===== config.mk =====
export PLATFORM = sky130hd
export DESIGN_NAME = round_robin_task_scheduler
export DESIGN_NICKNAME = d
export VERILOG_FILES = /design/src/rtl/rrts_pkg.sv /design/src/rtl/rrts_ctrl.sv /design/src/rtl/rrts_dpath.sv /design/src/rtl/round_robin_task_scheduler.sv
export SDC_FILE = /design/constraint.sdc
export NUM_CORES = 1
export LEC_CHECK = 0
export BUFFER_PORTS_ARGS = -buffer_cell sky130_fd_sc_hd__buf_2
export CAP_MARGIN = 20
export CORE_UTILIZATION = 59
export DETAILED_ROUTE_END_ITERATION = 6
export GPL_TIMING_DRIVEN = 0
export PLACE_DENSITY = 0.79
export SYNTH_ARGS = -nofsm -noshare
export SYNTH_HDL_FRONTEND = slang
export SYNTH_HIERARCHICAL = 1
export SYNTH_SLANG_ARGS = --single-unit

===== constraint.sdc =====
create_clock -name clk -period 4.25 [get_ports clk]
set_input_delay 0.425 -clock clk [delete_from_list [all_inputs] [get_ports clk]]
set_output_delay 0.425 -clock clk [all_outputs]
set_load 0.01 [all_outputs]

===== src/rtl/rrts_pkg.sv =====
// Shared types and constants for the round-robin task scheduler.
package rrts_pkg;

  localparam int SLOTS_DEF  = 4;
  localparam int CMD_W      = 2;
  localparam int ENTRY_W    = 17;
  localparam int OUT_SLOT_W = 2;
  localparam int STATUS_W   = 2;

  typedef enum logic [CMD_W-1:0] {
    CMD_CREATE    = 2'd0,
    CMD_YIELD     = 2'd1,
    CMD_TERMINATE = 2'd2,
    CMD_START     = 2'd3
  } cmd_e;

  typedef enum logic [1:0] {
    SLOT_DEAD    = 2'd0,
    SLOT_READY   = 2'd1,
    SLOT_RUNNING = 2'd2
  } slot_e;

  typedef enum logic [STATUS_W-1:0] {
    STAT_DONE    = 2'd0,
    STAT_IGNORED = 2'd1,
    STAT_NOTASK  = 2'd2
  } stat_e;

  typedef struct packed {
    logic [CMD_W-1:0]   command;
    logic [ENTRY_W-1:0] entry_address;
  } in_beat_t;

  typedef struct packed {
    logic [OUT_SLOT_W-1:0] running_slot;
    logic [ENTRY_W-1:0]    running_entry;
    logic                  running_valid;
    logic [STATUS_W-1:0]   status;
  } out_beat_t;

  // controller -> datapath
  typedef struct packed {
    logic  latch_in;
    logic  do_create;
    logic  retire;
    logic  activate;
    logic  scan_init;
    logic  scan_step;
    logic  take;
    logic  set_status;
    stat_e status;
    logic  load_out;
  } ctrl_cmd_t;

  // datapath -> controller
  typedef struct packed {
    cmd_e cmd;
    logic active;
    logic can_create;
    logic any_created;
    logic scan_hit;
    logic scan_last;
    logic out_busy;
  } dp_stat_t;

endpackage


===== src/rtl/rrts_ctrl.sv =====
// Controller state machine sequencing command execution and the dispatch scan.
module rrts_ctrl import rrts_pkg::*; (
  input  logic      clk,
  input  logic      rst_n,
  input  logic      in_valid,
  output logic      in_stall,
  input  dp_stat_t  stat,
  output ctrl_cmd_t cmd
);

  typedef enum logic [3:0] {
    S_IDLE = 4'b0001,
    S_EXEC = 4'b0010,
    S_SCAN = 4'b0100,
    S_DONE = 4'b1000
  } state_t;

  state_t state_r, state_nxt;

  assign in_stall = (state_r != S_IDLE);

  always_comb begin
    state_nxt = state_r;
    cmd       = '0;
    cmd.status = STAT_DONE;
    unique case (state_r)
      S_IDLE: begin
        if (in_valid) begin
          cmd.latch_in = 1'b1;
          state_nxt    = S_EXEC;
        end
      end
      S_EXEC: begin
        unique case (stat.cmd) inside
          CMD_CREATE: begin
            cmd.set_status = 1'b1;
            if (stat.can_create) begin
              cmd.do_create = 1'b1;
              cmd.status    = STAT_DONE;
            end else begin
              cmd.status = STAT_IGNORED;
            end
            state_nxt = S_DONE;
          end
          CMD_YIELD, CMD_TERMINATE: begin
            if (stat.active) begin
              cmd.retire    = 1'b1;
              cmd.scan_init = 1'b1;
              state_nxt     = S_SCAN;
            end else begin
              cmd.set_status = 1'b1;
              cmd.status     = STAT_IGNORED;
              state_nxt      = S_DONE;
            end
          end
          default: begin
            if (!stat.active && stat.any_created) begin
              cmd.activate  = 1'b1;
              cmd.scan_init = 1'b1;
              state_nxt     = S_SCAN;
            end else begin
              cmd.set_status = 1'b1;
              cmd.status     = STAT_IGNORED;
              state_nxt      = S_DONE;
            end
          end
        endcase
      end
      S_SCAN: begin
        if (stat.scan_hit) begin
          cmd.take       = 1'b1;
          cmd.set_status = 1'b1;
          cmd.status     = STAT_DONE;
          state_nxt      = S_DONE;
        end else if (stat.scan_last) begin
          cmd.set_status = 1'b1;
          cmd.status     = STAT_NOTASK;
          state_nxt      = S_DONE;
        end else begin
          cmd.scan_step = 1'b1;
        end
      end
      S_DONE: begin
        if (!stat.out_busy) begin
          cmd.load_out = 1'b1;
          state_nxt    = S_IDLE;
        end
      end
      default: state_nxt = S_IDLE;
    endcase
  end

  always_ff @(posedge clk) begin
    if (!rst_n) begin
      state_r <= S_IDLE;
    end else begin
      state_r <= state_nxt;
    end
  end

endmodule


===== src/rtl/rrts_dpath.sv =====
// Datapath: slot table, indices, created count, scan pointer and result register.
module rrts_dpath import rrts_pkg::*; #(
  parameter int SLOTS = SLOTS_DEF
) (
  input  logic      clk,
  input  logic      rst_n,
  input  in_beat_t  in_data,
  input  logic      out_stall,
  output logic      out_valid,
  output out_beat_t out_data,
  input  ctrl_cmd_t cmd,
  output dp_stat_t  stat
);

  localparam int IDX_W = (SLOTS > 1) ? $clog2(SLOTS) : 1;
  localparam int CNT_W = $clog2(SLOTS + 1);

  slot_e              slot_state_r [SLOTS];
  logic [ENTRY_W-1:0] slot_entry_r [SLOTS];
  logic [IDX_W-1:0]   scan_idx_r;
  logic [IDX_W-1:0]   cur_idx_r;
  logic [CNT_W-1:0]   cnt_r;
  logic               active_r;
  cmd_e               cmd_r;
  logic [ENTRY_W-1:0] entry_r;
  logic [IDX_W-1:0]   ptr_r;
  logic [IDX_W-1:0]   step_r;
  stat_e              status_r;
  out_beat_t          out_r;
  logic               out_valid_r;

  logic [IDX_W-1:0]   free_idx;
  logic               free_found;
  logic               task_runs;
  logic [IDX_W-1:0]   ptr_inc;

  always_comb begin
    free_idx   = '0;
    free_found = 1'b0;
    for (int i = SLOTS - 1; i >= 0; i--) begin
      if (slot_state_r[i] == SLOT_DEAD) begin
        free_idx   = IDX_W'(i);
        free_found = 1'b1;
      end
    end
  end

  assign task_runs = active_r && (slot_state_r[cur_idx_r] == SLOT_RUNNING);
  assign ptr_inc   = (ptr_r == IDX_W'(SLOTS - 1)) ? '0 : ptr_r + 1'b1;

  assign stat.cmd        = cmd_r;
  assign stat.active     = active_r;
  assign stat.can_create = (cnt_r < CNT_W'(SLOTS)) && free_found;
  assign stat.any_created = (cnt_r != '0);
  assign stat.scan_hit   = (slot_state_r[ptr_r] == SLOT_READY);
  assign stat.scan_last  = (step_r == IDX_W'(SLOTS - 1));
  assign stat.out_busy   = out_valid_r && out_stall;

  assign out_valid = out_valid_r;
  assign out_data  = out_r;

  always_ff @(posedge clk) begin
    if (!rst_n) begin
      for (int i = 0; i < SLOTS; i++) begin
        slot_state_r[i] <= SLOT_DEAD;
      end
      scan_idx_r  <= '0;
      cur_idx_r   <= '0;
      cnt_r       <= '0;
      active_r    <= 1'b0;
      out_valid_r <= 1'b0;
    end else begin
      if (cmd.do_create) begin
        slot_state_r[free_idx] <= SLOT_READY;
        cnt_r                  <= cnt_r + 1'b1;
      end
      if (cmd.retire && task_runs) begin
        slot_state_r[cur_idx_r] <= (cmd_r == CMD_YIELD) ? SLOT_READY : SLOT_DEAD;
      end
      if (cmd.activate) begin
        active_r <= 1'b1;
      end
      if (cmd.take) begin
        slot_state_r[ptr_r] <= SLOT_RUNNING;
        cur_idx_r           <= ptr_r;
        scan_idx_r          <= ptr_inc;
      end
      if (cmd.load_out) begin
        out_valid_r <= 1'b1;
      end else if (!out_stall) begin
        out_valid_r <= 1'b0;
      end
    end
  end

  always_ff @(posedge clk) begin
    if (cmd.latch_in) begin
      cmd_r   <= cmd_e'(in_data.command);
      entry_r <= in_data.entry_address;
    end
    if (cmd.do_create) begin
      slot_entry_r[free_idx] <= entry_r;
    end
    if (cmd.scan_init) begin
      ptr_r  <= scan_idx_r;
      step_r <= '0;
    end else if (cmd.scan_step) begin
      ptr_r  <= ptr_inc;
      step_r <= step_r + 1'b1;
    end
    if (cmd.set_status) begin
      status_r <= cmd.status;
    end
    if (cmd.load_out) begin
      out_r.status <= status_r;
      if (task_runs) begin
        out_r.running_slot  <= OUT_SLOT_W'(cur_idx_r);
        out_r.running_entry <= slot_entry_r[cur_idx_r];
        out_r.running_valid <= 1'b1;
      end else begin
        out_r.running_slot  <= '0;
        out_r.running_entry <= '0;
        out_r.running_valid <= 1'b0;
      end
    end
  end

endmodule


===== src/rtl/round_robin_task_scheduler.sv =====
// A create or an ignored command goes from S_EXEC straight to S_DONE; a dispatch passes
// through S_SCAN on the way, one slot checked per cycle by the scan.
// Commands are handled one at a time; the next input beat is taken the cycle after the
// result is loaded; a held result does not block that beat, but the next result waits for it.
// Reset (rst_n low, synchronous): all slots dead, indices and count zero, kernel stopped,
// no result pending.
module round_robin_task_scheduler import rrts_pkg::*; #(
  parameter int SLOTS = SLOTS_DEF
) (
  input  logic      clk,
  input  logic      rst_n,
  input  logic      in_valid,
  output logic      in_stall,
  input  in_beat_t  in_data,
  output logic      out_valid,
  input  logic      out_stall,
  output out_beat_t out_data
);

  ctrl_cmd_t cmd;
  dp_stat_t  stat;

  rrts_ctrl u_ctrl (
    .clk      (clk),
    .rst_n    (rst_n),
    .in_valid (in_valid),
    .in_stall (in_stall),
    .stat     (stat),
    .cmd      (cmd)
  );

  rrts_dpath #(
    .SLOTS (SLOTS)
  ) u_dpath (
    .clk       (clk),
    .rst_n     (rst_n),
    .in_data   (in_data),
    .out_stall (out_stall),
    .out_valid (out_valid),
    .out_data  (out_data),
    .cmd       (cmd),
    .stat      (stat)
  );

endmodule


; Yosys cells after proc, flatten, opt, wreduce, memory -nomap -nowiden
; Memories as Yosys holds them, arrays and structs flattened. A register that Yosys moved wholly into a read port is not among the register bits.
; Index checks and enable logic that the tools add are counted.
[word_totals]
register_bits = 43
ramBits = 76
in_bits = 23
output_inout_bits = 24
wordCells = 124
n_memories = 2
[op_classes]
addsub = 3
order_cmp = 1
n_eq_ne = 15
muxes = 69
n_reduce_logical = 20
[memory_table]
columns = name, words, width, read_ports, rd_clocked_by_memory_dff, wr, line_no
row1 = u_dpath.slot_entry_r, 4, 17, 1, 1, 1, rrts_dpath.sv:19  ; logic [ENTRY_W-1:0] slot_entry_r [SLOTS];
row2 = u_dpath.slot_state_r, 4, 2, 6, 2, 4, rrts_dpath.sv:18  ; slot_e slot_state_r [SLOTS];
[op_table]
columns = operator, n
row1 = $mux 2, 18
row2 = $mux 1, 35
row3 = $mux 4, 7
row4 = $pmux 4 s4, 1
row5 = $mux 3, 4
row6 = $pmux 3 s2, 2
row7 = $logic_not 2->1, 5
row8 = $eq 2x2->1 const B, 4
row9 = $pmux 4 s2, 1
row10 = $reduce_or 2->1, 4
row11 = $logic_and 1x1->1, 5
row12 = $add 2x1->2 const B, 2
row13 = $eq 2x1->1 const B, 2
row14 = $eq 4x1->1 const B, 1
row15 = $eq 4x2->1 const B, 1
row16 = $eq 4x3->1 const B, 1
row17 = $eq 4x4->1 const B, 1
row18 = $ne 2x2->1 const B, 2
row19 = $ne 4x1->1 const B, 1
row20 = $add 3x1->3 const B, 1
row21 = $lt 3x3->1 const B, 1
row22 = $ne 3x3->1 const B, 1
row23 = $reduce_and 3->1, 1
row24 = $reduce_bool 3->1, 1
row25 = 5 further kinds, 6

; Depth between registers and ports, before layout
; Gate-level depths: netlist of run 1.
; An unclocked memory read counts as a cell.
[logic_depth]
word_depth = 17
mapped_depth = 10
depth_no_buf = 9

; Hierarchy
; The synthesis of run 1 kept the hierarchy.
[by_module_without_submodules]
columns = module, instances, cells_each, area_per_inst_um2, seq_area_each_um2
row1 = rrts_dpath, 1, 298, 5202.5, 3853.7
row2 = rrts_ctrl, 1, 42, 375.4, 80.1

; Worst setup path before layout of run 1
; OpenSTA, ideal clock, no wires.
[synth_path]
path_type = reg-to-reg
from = memory u_dpath/slot_state_r[1][1] (netlist name)
to = memory u_dpath.slot_entry_r[3][0], enable pin
setup_time_ns = 0.435
arrival_time_ns = 3.049
required_time_ns = 3.815
slack_ns = 0.766
stages_incl_launch_ff = 9
path_buffers = 2
period_less_slack_ns = 3.484
cell_sequence = dfxtp_1 buf_2 nor2_1 nor3_1 nor2_1 and3_1 clkbuf_1 o21ai_0 nor4_1
[synth_rtl]
columns = item, line_no
row1 = start: declaration, rrts_dpath.sv:18
row2 = end: declaration, rrts_dpath.sv:19

==> results of run 1 <==
## layout make-up
type / instances / area share [%]
Inverter: 13 / 0.741
Sequential cell: 140 / 59.7
Clock buffer: 17 / 6.29
Tap cell: 111 / 2.11
Timing Repair Buffer: 50 / 4.07
Multi-Input combinational cell: 173 / 23.6
Clock inverter: 15 / 2.58
Buffer: 14 / 0.893
## kinds of logic after synthesis
| family | count (synthesis) |
|---|---|
| flops | 140 |
| simple gates | 96 |
| compound gates | 35 |
| mux | 30 |
| buf+inv | 27 |
| fa+ha+maj | 9 |
| xor+xnor | 3 |
## power by group through the flow
stage / logic (uW) / registers [uW] / clock network [uW]
2_1_floorplan: 41.4 / 1580 / 0
3_3_place_gp: 76.0 / 1580 / 0
3_5_place_dp: 78.8 / 1580 / 0
4_1_cts: 80.2 / 1550 / 1480
5_1_grt: 86.3 / 1560 / 1540
6_report: 79.7 / 1550 / 1460
## cell usage in the layout, fill, tap and decap left out, types with 3 or more instances in the layout
cell        netlist  final
nor2b_1          12     12
and2_1            5      5
mux2i_1           6      6
a21oi_1           3      3
mux4_2           19     19
clkbuf_16         0     16
dfxtp_1          27     27
nor2_1           12     12
clkbuf_1          9      9
and3_1           24     24
edfxtp_1        113    113
nand3_1           4      4
o21a_1            4      4
buf_2             2     48
nor3b_1           4      4
mux2_2            5      5
inv_6             0      3
nand2_1          10     10
buf_4             1      3
clkinvlp_4        0      3
ha_1              9      9
inv_1            13     13
clkinv_1          0      4
bufinv_16         0      3
nand2b_1          7      7
## path summary, 6_finish.rpt
| path | endpoint | slack (ps) | start |
|---|---|---|---|
| worst max register to register | u_dpath/slot_entry_r[3][8] | 950 | u_dpath/slot_state_r[3][1] |
| worst min register to register | u_dpath/out_data[1] | 420 | u_dpath/status_r[1] |
| worst min-delay path | u_dpath/entry_r[16] | 60 | in_data[16] |
| worst max-delay path | u_dpath/slot_entry_r[3][8] | 950 | u_dpath/slot_state_r[3][1] |
## stage by stage
| step | total power (uW) | setup TNS [ps] | cell area, um2 | util, % | hold WS, ps |
|---|---|---|---|---|---|
| detailed placement | 1660 | 0 | 6000 | 65.3 | 408 |
| floorplan | 1620 | 0 | 5580 | - | 400 |
| finish | 3090 | 0 | 6590 | 71.6 | 56.0 |
| global route | 3190 | 0 | 6590 | 71.6 | 33.0 |
| global placement | 1650 | -11370 | 5950 | 64.7 | 401 |
| CTS | 3110 | 0 | 6590 | 71.6 | 39.0 |
## worst max-delay path, delay by kind of cell, from the launching register on
kind	cells	cell delay, ps
AOI/OAI and AO/OA	2	640
buffers and inverters	3	810
DFF	1	380
and+or+nand+nor	4	1180
## state kept, by name (all words and copies together) (netlist names), named ones only
signal	flops
u_dpath/out_data	22
u_dpath/step_r	2
u_dpath/out_valid	1
u_dpath/scan_idx_r	2
u_dpath/status_r	2
u_dpath/entry_r	17
u_dpath/cur_idx_r	2
u_dpath/ptr_r	2
u_dpath/slot_state_r	8
u_dpath/active_r	1
u_dpath/cmd_r	2
u_dpath/slot_entry_r	68
u_dpath/cnt_r	3
u_ctrl/state_r	4
## per-layer routing
layer  GRT usage, %  vias to the layer above
li1               -                     1463
met1           29.9                     1676
met2           41.7                      152
met3           8.15                       25
met4           11.5                        0
met5              0                        -
==> impl_metrics.py, run 1 <==
metrics = {
    "timing": {
        "hold_viol": 0,
        "tightestPinTransition_ps": 1130,
        "max_freq_ghz": 0.303,
        "final.period_utilization_pct": 77.7,
        "drv_slew": 0,
        "rsz0062_at_grt": "no",
        "setup_viol": 0,
        "period_minus_slack_ps": 3300,
        "setup_slack_ps": 946,
        "clock_skew_ps": 6.57,
        "maxSlewHeadroom_pct": 24.7,
    },
    "clocking": {
        "cts_max_path_buffers": 2,
        "cts-root-buf": "clkbuf_8",
        "cts_tree": "built",
        "cts_setup_buffers": 0,
        "htreeDepth": 4,
        "insertion_delay_ps": 540,
        "ctsHoldBuffers": 0,
        "cts_resized": 0,
        "clk_pin_slew_ps": 60,
        "numCtsBuffers": 17,
        "cts_sinks": 140,
    },
    "global_routing": {
        "grt_pass1_wl_mm": 17.6,
        "grt_max_degree": 24,
        "grt_use_total_pct": 25.0,
        "gr-total-overflow": 0,
        "first_global_vias": 3376,
        "antenna_found_initial": 0,
    },
    "synth": {
        "synthAdderAreaFrac_pct": 2.02,
        "synth_common_cells": "113 x edfxtp_1, 27 x dfxtp_1, 24 x and3_1, 19 x mux4_2, 13 x inv_1",
        "synth_area_leaders": "edfxtp_1 61%, dfxtp_1 9.7%, mux4_2 7.7%",
        "yosysTopAreaCellShare_pct": 60.8,
        "synth-xor-area-share_pct": 0.471,
        "yosysWarnings": 6,
        "syn_inst": 340,
        "syn_nets": 372,
        "synth_ff_type": "edfxtp_1",
        "syn_avg_cell_area_um2": 16.4,
        "synth_edf_count": 113,
        "yosysUniqueCellTypes": 57,
        "netlist_area_um2": 5580,
        "synth_compound_area_share_pct": 4.67,
        "synth_simple_gate_area_share_pct": 10.6,
        "async_reset_ff_share_pct": 0,
        "yosysMostFrequentCell": "edfxtp_1",
        "synthMuxAreaShare_pct": 9.76,
        "synth_top_family_by_area": "simple AND/OR/NAND/NOR gates",
        "synth-seq-cells": 140,
        "yosysTopAreaCell": "edfxtp_1",
        "ys_seq_area_share_pct": 70.5,
    },
    "detailed_routing": {
        "routed_via_density": 6.22,
        "wl_per_cell_um": 21.0,
        "met3_length_um": 646,
        "ant_nets": 0,
        "maxUsedRoutingLayer": "met4",
        "drt-met1-wl_mm": 4.49,
        "dr_total_vias": 3316,
        "totalWireLength_mm": 11.2,
        "drt_pass1_iterations": 5,
        "wl_met2_mm": 5.80,
        "drt_iter0_drc": 223,
        "drcViolationCount": 0,
    },
    "worst_hold_path": {
        "worstHoldPathType": "in -> reg",
        "holdPathStages": 1,
    },
    "outcome": {
        "status": "finished, final reports clean",
    },
    "floorplan": {
        "die_w_um": 99.2,
        "die_y_um": 99.2,
        "core_um2": 9200,
        "fp-row-count": 35,
        "ios": 47,
        "die_area_um2": 9850,
        "initial_utilization_pct": 60.7,
    },
    "power": {
        "seqPwrFrac_pct": 50.3,
        "switching_share_pct": 20.7,
        "p_int_uw": 2450,
        "p_leak_uw": 0.00234,
        "power.switching_uw": 641,
        "clkPwrFrac_pct": 47.1,
        "power_density_nw_per_um2": 469,
        "ir_worst_vdd_uv": 405,
        "pwr-share-comb_pct": 2.6,
    },
    "critical_path": {
        "worst_ep_arrival_time_ps": 3540,
        "endpoint_kind": "flop",
        "required_ps": 4490,
        "crit_type": "reg -> reg",
        "critPathMaxStageDelay_ps": 710,
        "cp-start-kind": "flop",
        "cp_slowest_cell": "nor4_2",
        "reg2reg_depth": 9,
        "cp_max_fo": 8,
        "cp_common_cell": "buf_4",
        "path_cells": "o22ai_1 > nor3_1 > nor2_1 > and3_1 > clkbuf_1 > o21ai_0 > nor4_2 > buf_4 > buf_4",
    },
    "place": {
        "place_inst": 501,
        "io_buffers": 46,
        "gp_congestion": 0.879,
        "place_ws_ps": 1090,
        "hpwl_mm": 6.79,
    },
    "cells_and_area": {
        "antennaDiodeCount": 0,
        "synthToLayoutAreaGrowth_pct": 18.1,
        "nNetsFinal": 441,
        "multiInputGateArea_um2": 1550,
        "seq_area_um2": 3930,
        "finalNonFillerCells": 533,
        "fill_cells": 592,
        "layout-drive-gt1-share_pct": 27.7,
    },
    "run": {
        "timing.max_cap.violations": 0,
    },
}
(Power assumes the default switching activity.)
==> run 2: changes to the inputs <==
- clock period: 4.25 -> 3.2 ns (I/O delays scaled with it)
==> run 2 against run 1 <==
Combinational power up 61%. Cell area increased by 4.4%. Power rose by 35%. Critical endpoint is now u_dpath/slot_entry_r[3][7].
==> impl_metrics.py, run 2 (same netlist as run 1, synthesis figures left out) <==
metrics = {
    "detailed_routing": {
        "drcViolationCount": 0,
        "dr_total_vias": 3338,
        "routed_via_density": 5.99,
        "drt_iter0_drc": 253,
        "drt_pass1_iterations": 4,
        "ant_nets": 0,
        "wl_per_cell_um": 20.4,
        "totalWireLength_mm": 11.4,
    },
    "global_routing": {
        "grt_use_total_pct": 25.0,
        "gr-total-overflow": 0,
        "grt_max_degree": 20,
        "antenna_found_initial": 0,
        "first_global_vias": 3399,
        "grt_pass1_wl_mm": 17.6,
    },
    "critical_path": {
        "r2r-end": "u_dpath/slot_entry_r[3][7]",
        "required_ps": 3420,
        "path_cells": "o22ai_1 > nor3_1 > nor2_1 > and3_1 > clkbuf_1 > o21ai_0 > nor4_4 > buf_4",
        "reg2reg_depth": 8,
        "cp_max_fo": 8,
        "endpoint_kind": "flop",
        "crit_type": "reg -> reg",
        "critPathMaxStageDelay_ps": 480,
        "worst_ep_arrival_time_ps": 3210,
        "reg2reg_slack_ps": 210,
        "worstReg2RegStart": "u_dpath/slot_state_r[3][1]",
        "cp_slowest_cell": "o21ai_0",
        "cpLargestDelayFamily": "simple AND/OR/NAND/NOR gates",
        "path_buf_inv": 2,
        "cp-start-kind": "flop",
    },
    "clocking": {
        "numCtsBuffers": 17,
        "cts_sinks": 140,
        "cts-root-buf": "clkbuf_8",
        "clk_pin_slew_ps": 60,
        "cts_max_path_buffers": 2,
        "insertion_delay_ps": 510,
        "htreeDepth": 4,
        "cts_tree": "built",
    },
    "floorplan": {
        "fp-row-count": 35,
        "initial_utilization_pct": 60.7,
        "die_w_um": 99.2,
        "die_area_um2": 9850,
        "ios": 47,
        "die_y_um": 99.2,
        "core_um2": 9200,
    },
    "cells_and_area": {
        "layout-drive-gt1-share_pct": 26.9,
        "final_cell_mix": "113 x edfxtp_1, 48 x buf_2, 27 x dfxtp_1",
        "finalNonFillerCells": 557,
        "synthToLayoutAreaGrowth_pct": 23.3,
        "top_register": "u_dpath/slot_entry_r",
        "antennaDiodeCount": 0,
        "nNetsFinal": 465,
        "design_area_um2": 6880,
        "fill_cells": 541,
        "largest_reg_flops": 68,
        "layout_commonest_cell": "edfxtp_1",
    },
    "power": {
        "ir_worst_vdd_uv": 529,
        "power_density_nw_per_um2": 607,
        "p_leak_uw": 0.00245,
    },
    "place": {
        "place_ws_ps": 182,
        "io_buffers": 46,
        "gp_congestion": 0.860,
        "dpl-instance-area_um2": 6040,
        "hpwl_mm": 6.84,
        "place_inst": 501,
    },
    "timing": {
        "final.period_utilization_pct": 93.4,
        "max_freq_ghz": 0.335,
        "maxSlewHeadroom_pct": 31.5,
        "setup_slack_ps": 212,
        "rsz0062_at_grt": "no",
        "drv_slew": 0,
        "tightestPinTransition_ps": 1020,
        "setup_viol": 0,
        "hold_viol": 0,
        "clock_skew_ps": 7.53,
        "period_minus_slack_ps": 2990,
    },
    "worst_hold_path": {
        "holdPathStages": 2,
        "worstHoldPathType": "in -> reg",
        "worstHoldEndpoint": "u_ctrl/state_r[1]",
        "hp-start": "in_valid",
    },
    "outcome": {
        "status": "finished, final reports clean",
    },
    "run": {
        "timing.max_cap.violations": 0,
    },
}
run 2: cell types whose count changed in the layout (fill, tap and decap cells not counted), moves of 2 or more:
cell           delta
nor3_4            +2
buf_8             +2
nor3_2            -2
inv_6             -2
buf_4             +3
clkbuf_1          +2
dlygate4sd3_1    +19
run 2: layout make-up:
| cell class | count | area [um2] | share of cell area, % |
|---|---|---|---|
| sequential | 140 | 3930 | 57.2 |
| multi-input combinational | 173 | 1570 | 22.9 |
| timing repair buffer | 74 | 527 | 7.66 |
| clock buffer | 19 | 422 | 6.13 |
| clock inverter | 13 | 173 | 2.51 |
| tap | 111 | 139 | 2.02 |
| buffer | 14 | 58.8 | 0.855 |
| inverter | 13 | 48.8 | 0.710 |
run 2: report_power, final:
group | total (uW) | internal, uW | switching, uW
Combinational | 128 | 59.0 | 69.5
Sequential | 2060 | 2030 | 36.1
Clock | 1980 | 1260 | 723
Total | 4170 | 3340 | 829
run 2: repair_timing:
action                     4_1_cts  5_1_grt
hold buffers                    19        0
setup buffers                    0        5
setup endpoints to repair        0       29
hold endpoints to repair        19        0
gates resized for setup          0        2
run 2: per-stage QoR:
stage	TNS, ps	power, uW	hold WS [ps]	utilization [%]
floorplan	0	2150	400	-
global placement	-45710	2200	401	64.7
detailed placement	0	2210	405	65.7
CTS	0	4190	91.0	74.2
global route	0	4300	88.0	74.8
finish	0	4170	122	74.8
run 2: how the worst max path moves through the flow:
stage,start,endpoint,cells after the start
4_1_cts,u_dpath/slot_state_r[3][1],u_dpath/slot_entry_r[1][1],8
3_5_place_dp,u_dpath/slot_state_r[3][1],u_dpath/slot_entry_r[1][6],8
5_1_grt,u_dpath/slot_state_r[3][1],u_dpath/slot_entry_r[3][7],8
2_1_floorplan,u_dpath/slot_state_r[1][1],u_dpath/slot_entry_r[1][0],8
6_report,u_dpath/slot_state_r[3][1],u_dpath/slot_entry_r[3][7],8
3_3_place_gp,u_dpath/slot_state_r[3][1],u_dpath/slot_entry_r[1][6],7
run 2: worst reg2reg max path, stage by stage, from the launching register on:
cell      delay (ps)
dfxtp_1          400
o22ai_1          330
nor3_1            80
nor2_1           170
and3_1           180
clkbuf_1         360
o21ai_0          480
nor4_4           470
buf_4            220
run 2: per-layer routing:
metal  up-vias  track usage [%]  wire length [um]
li1       1512                -                 -
met1      1660             30.3              4680
met2       151             42.3              5910
met3        15             8.15               645
met4         0             9.16               136
met5         -                0                 0
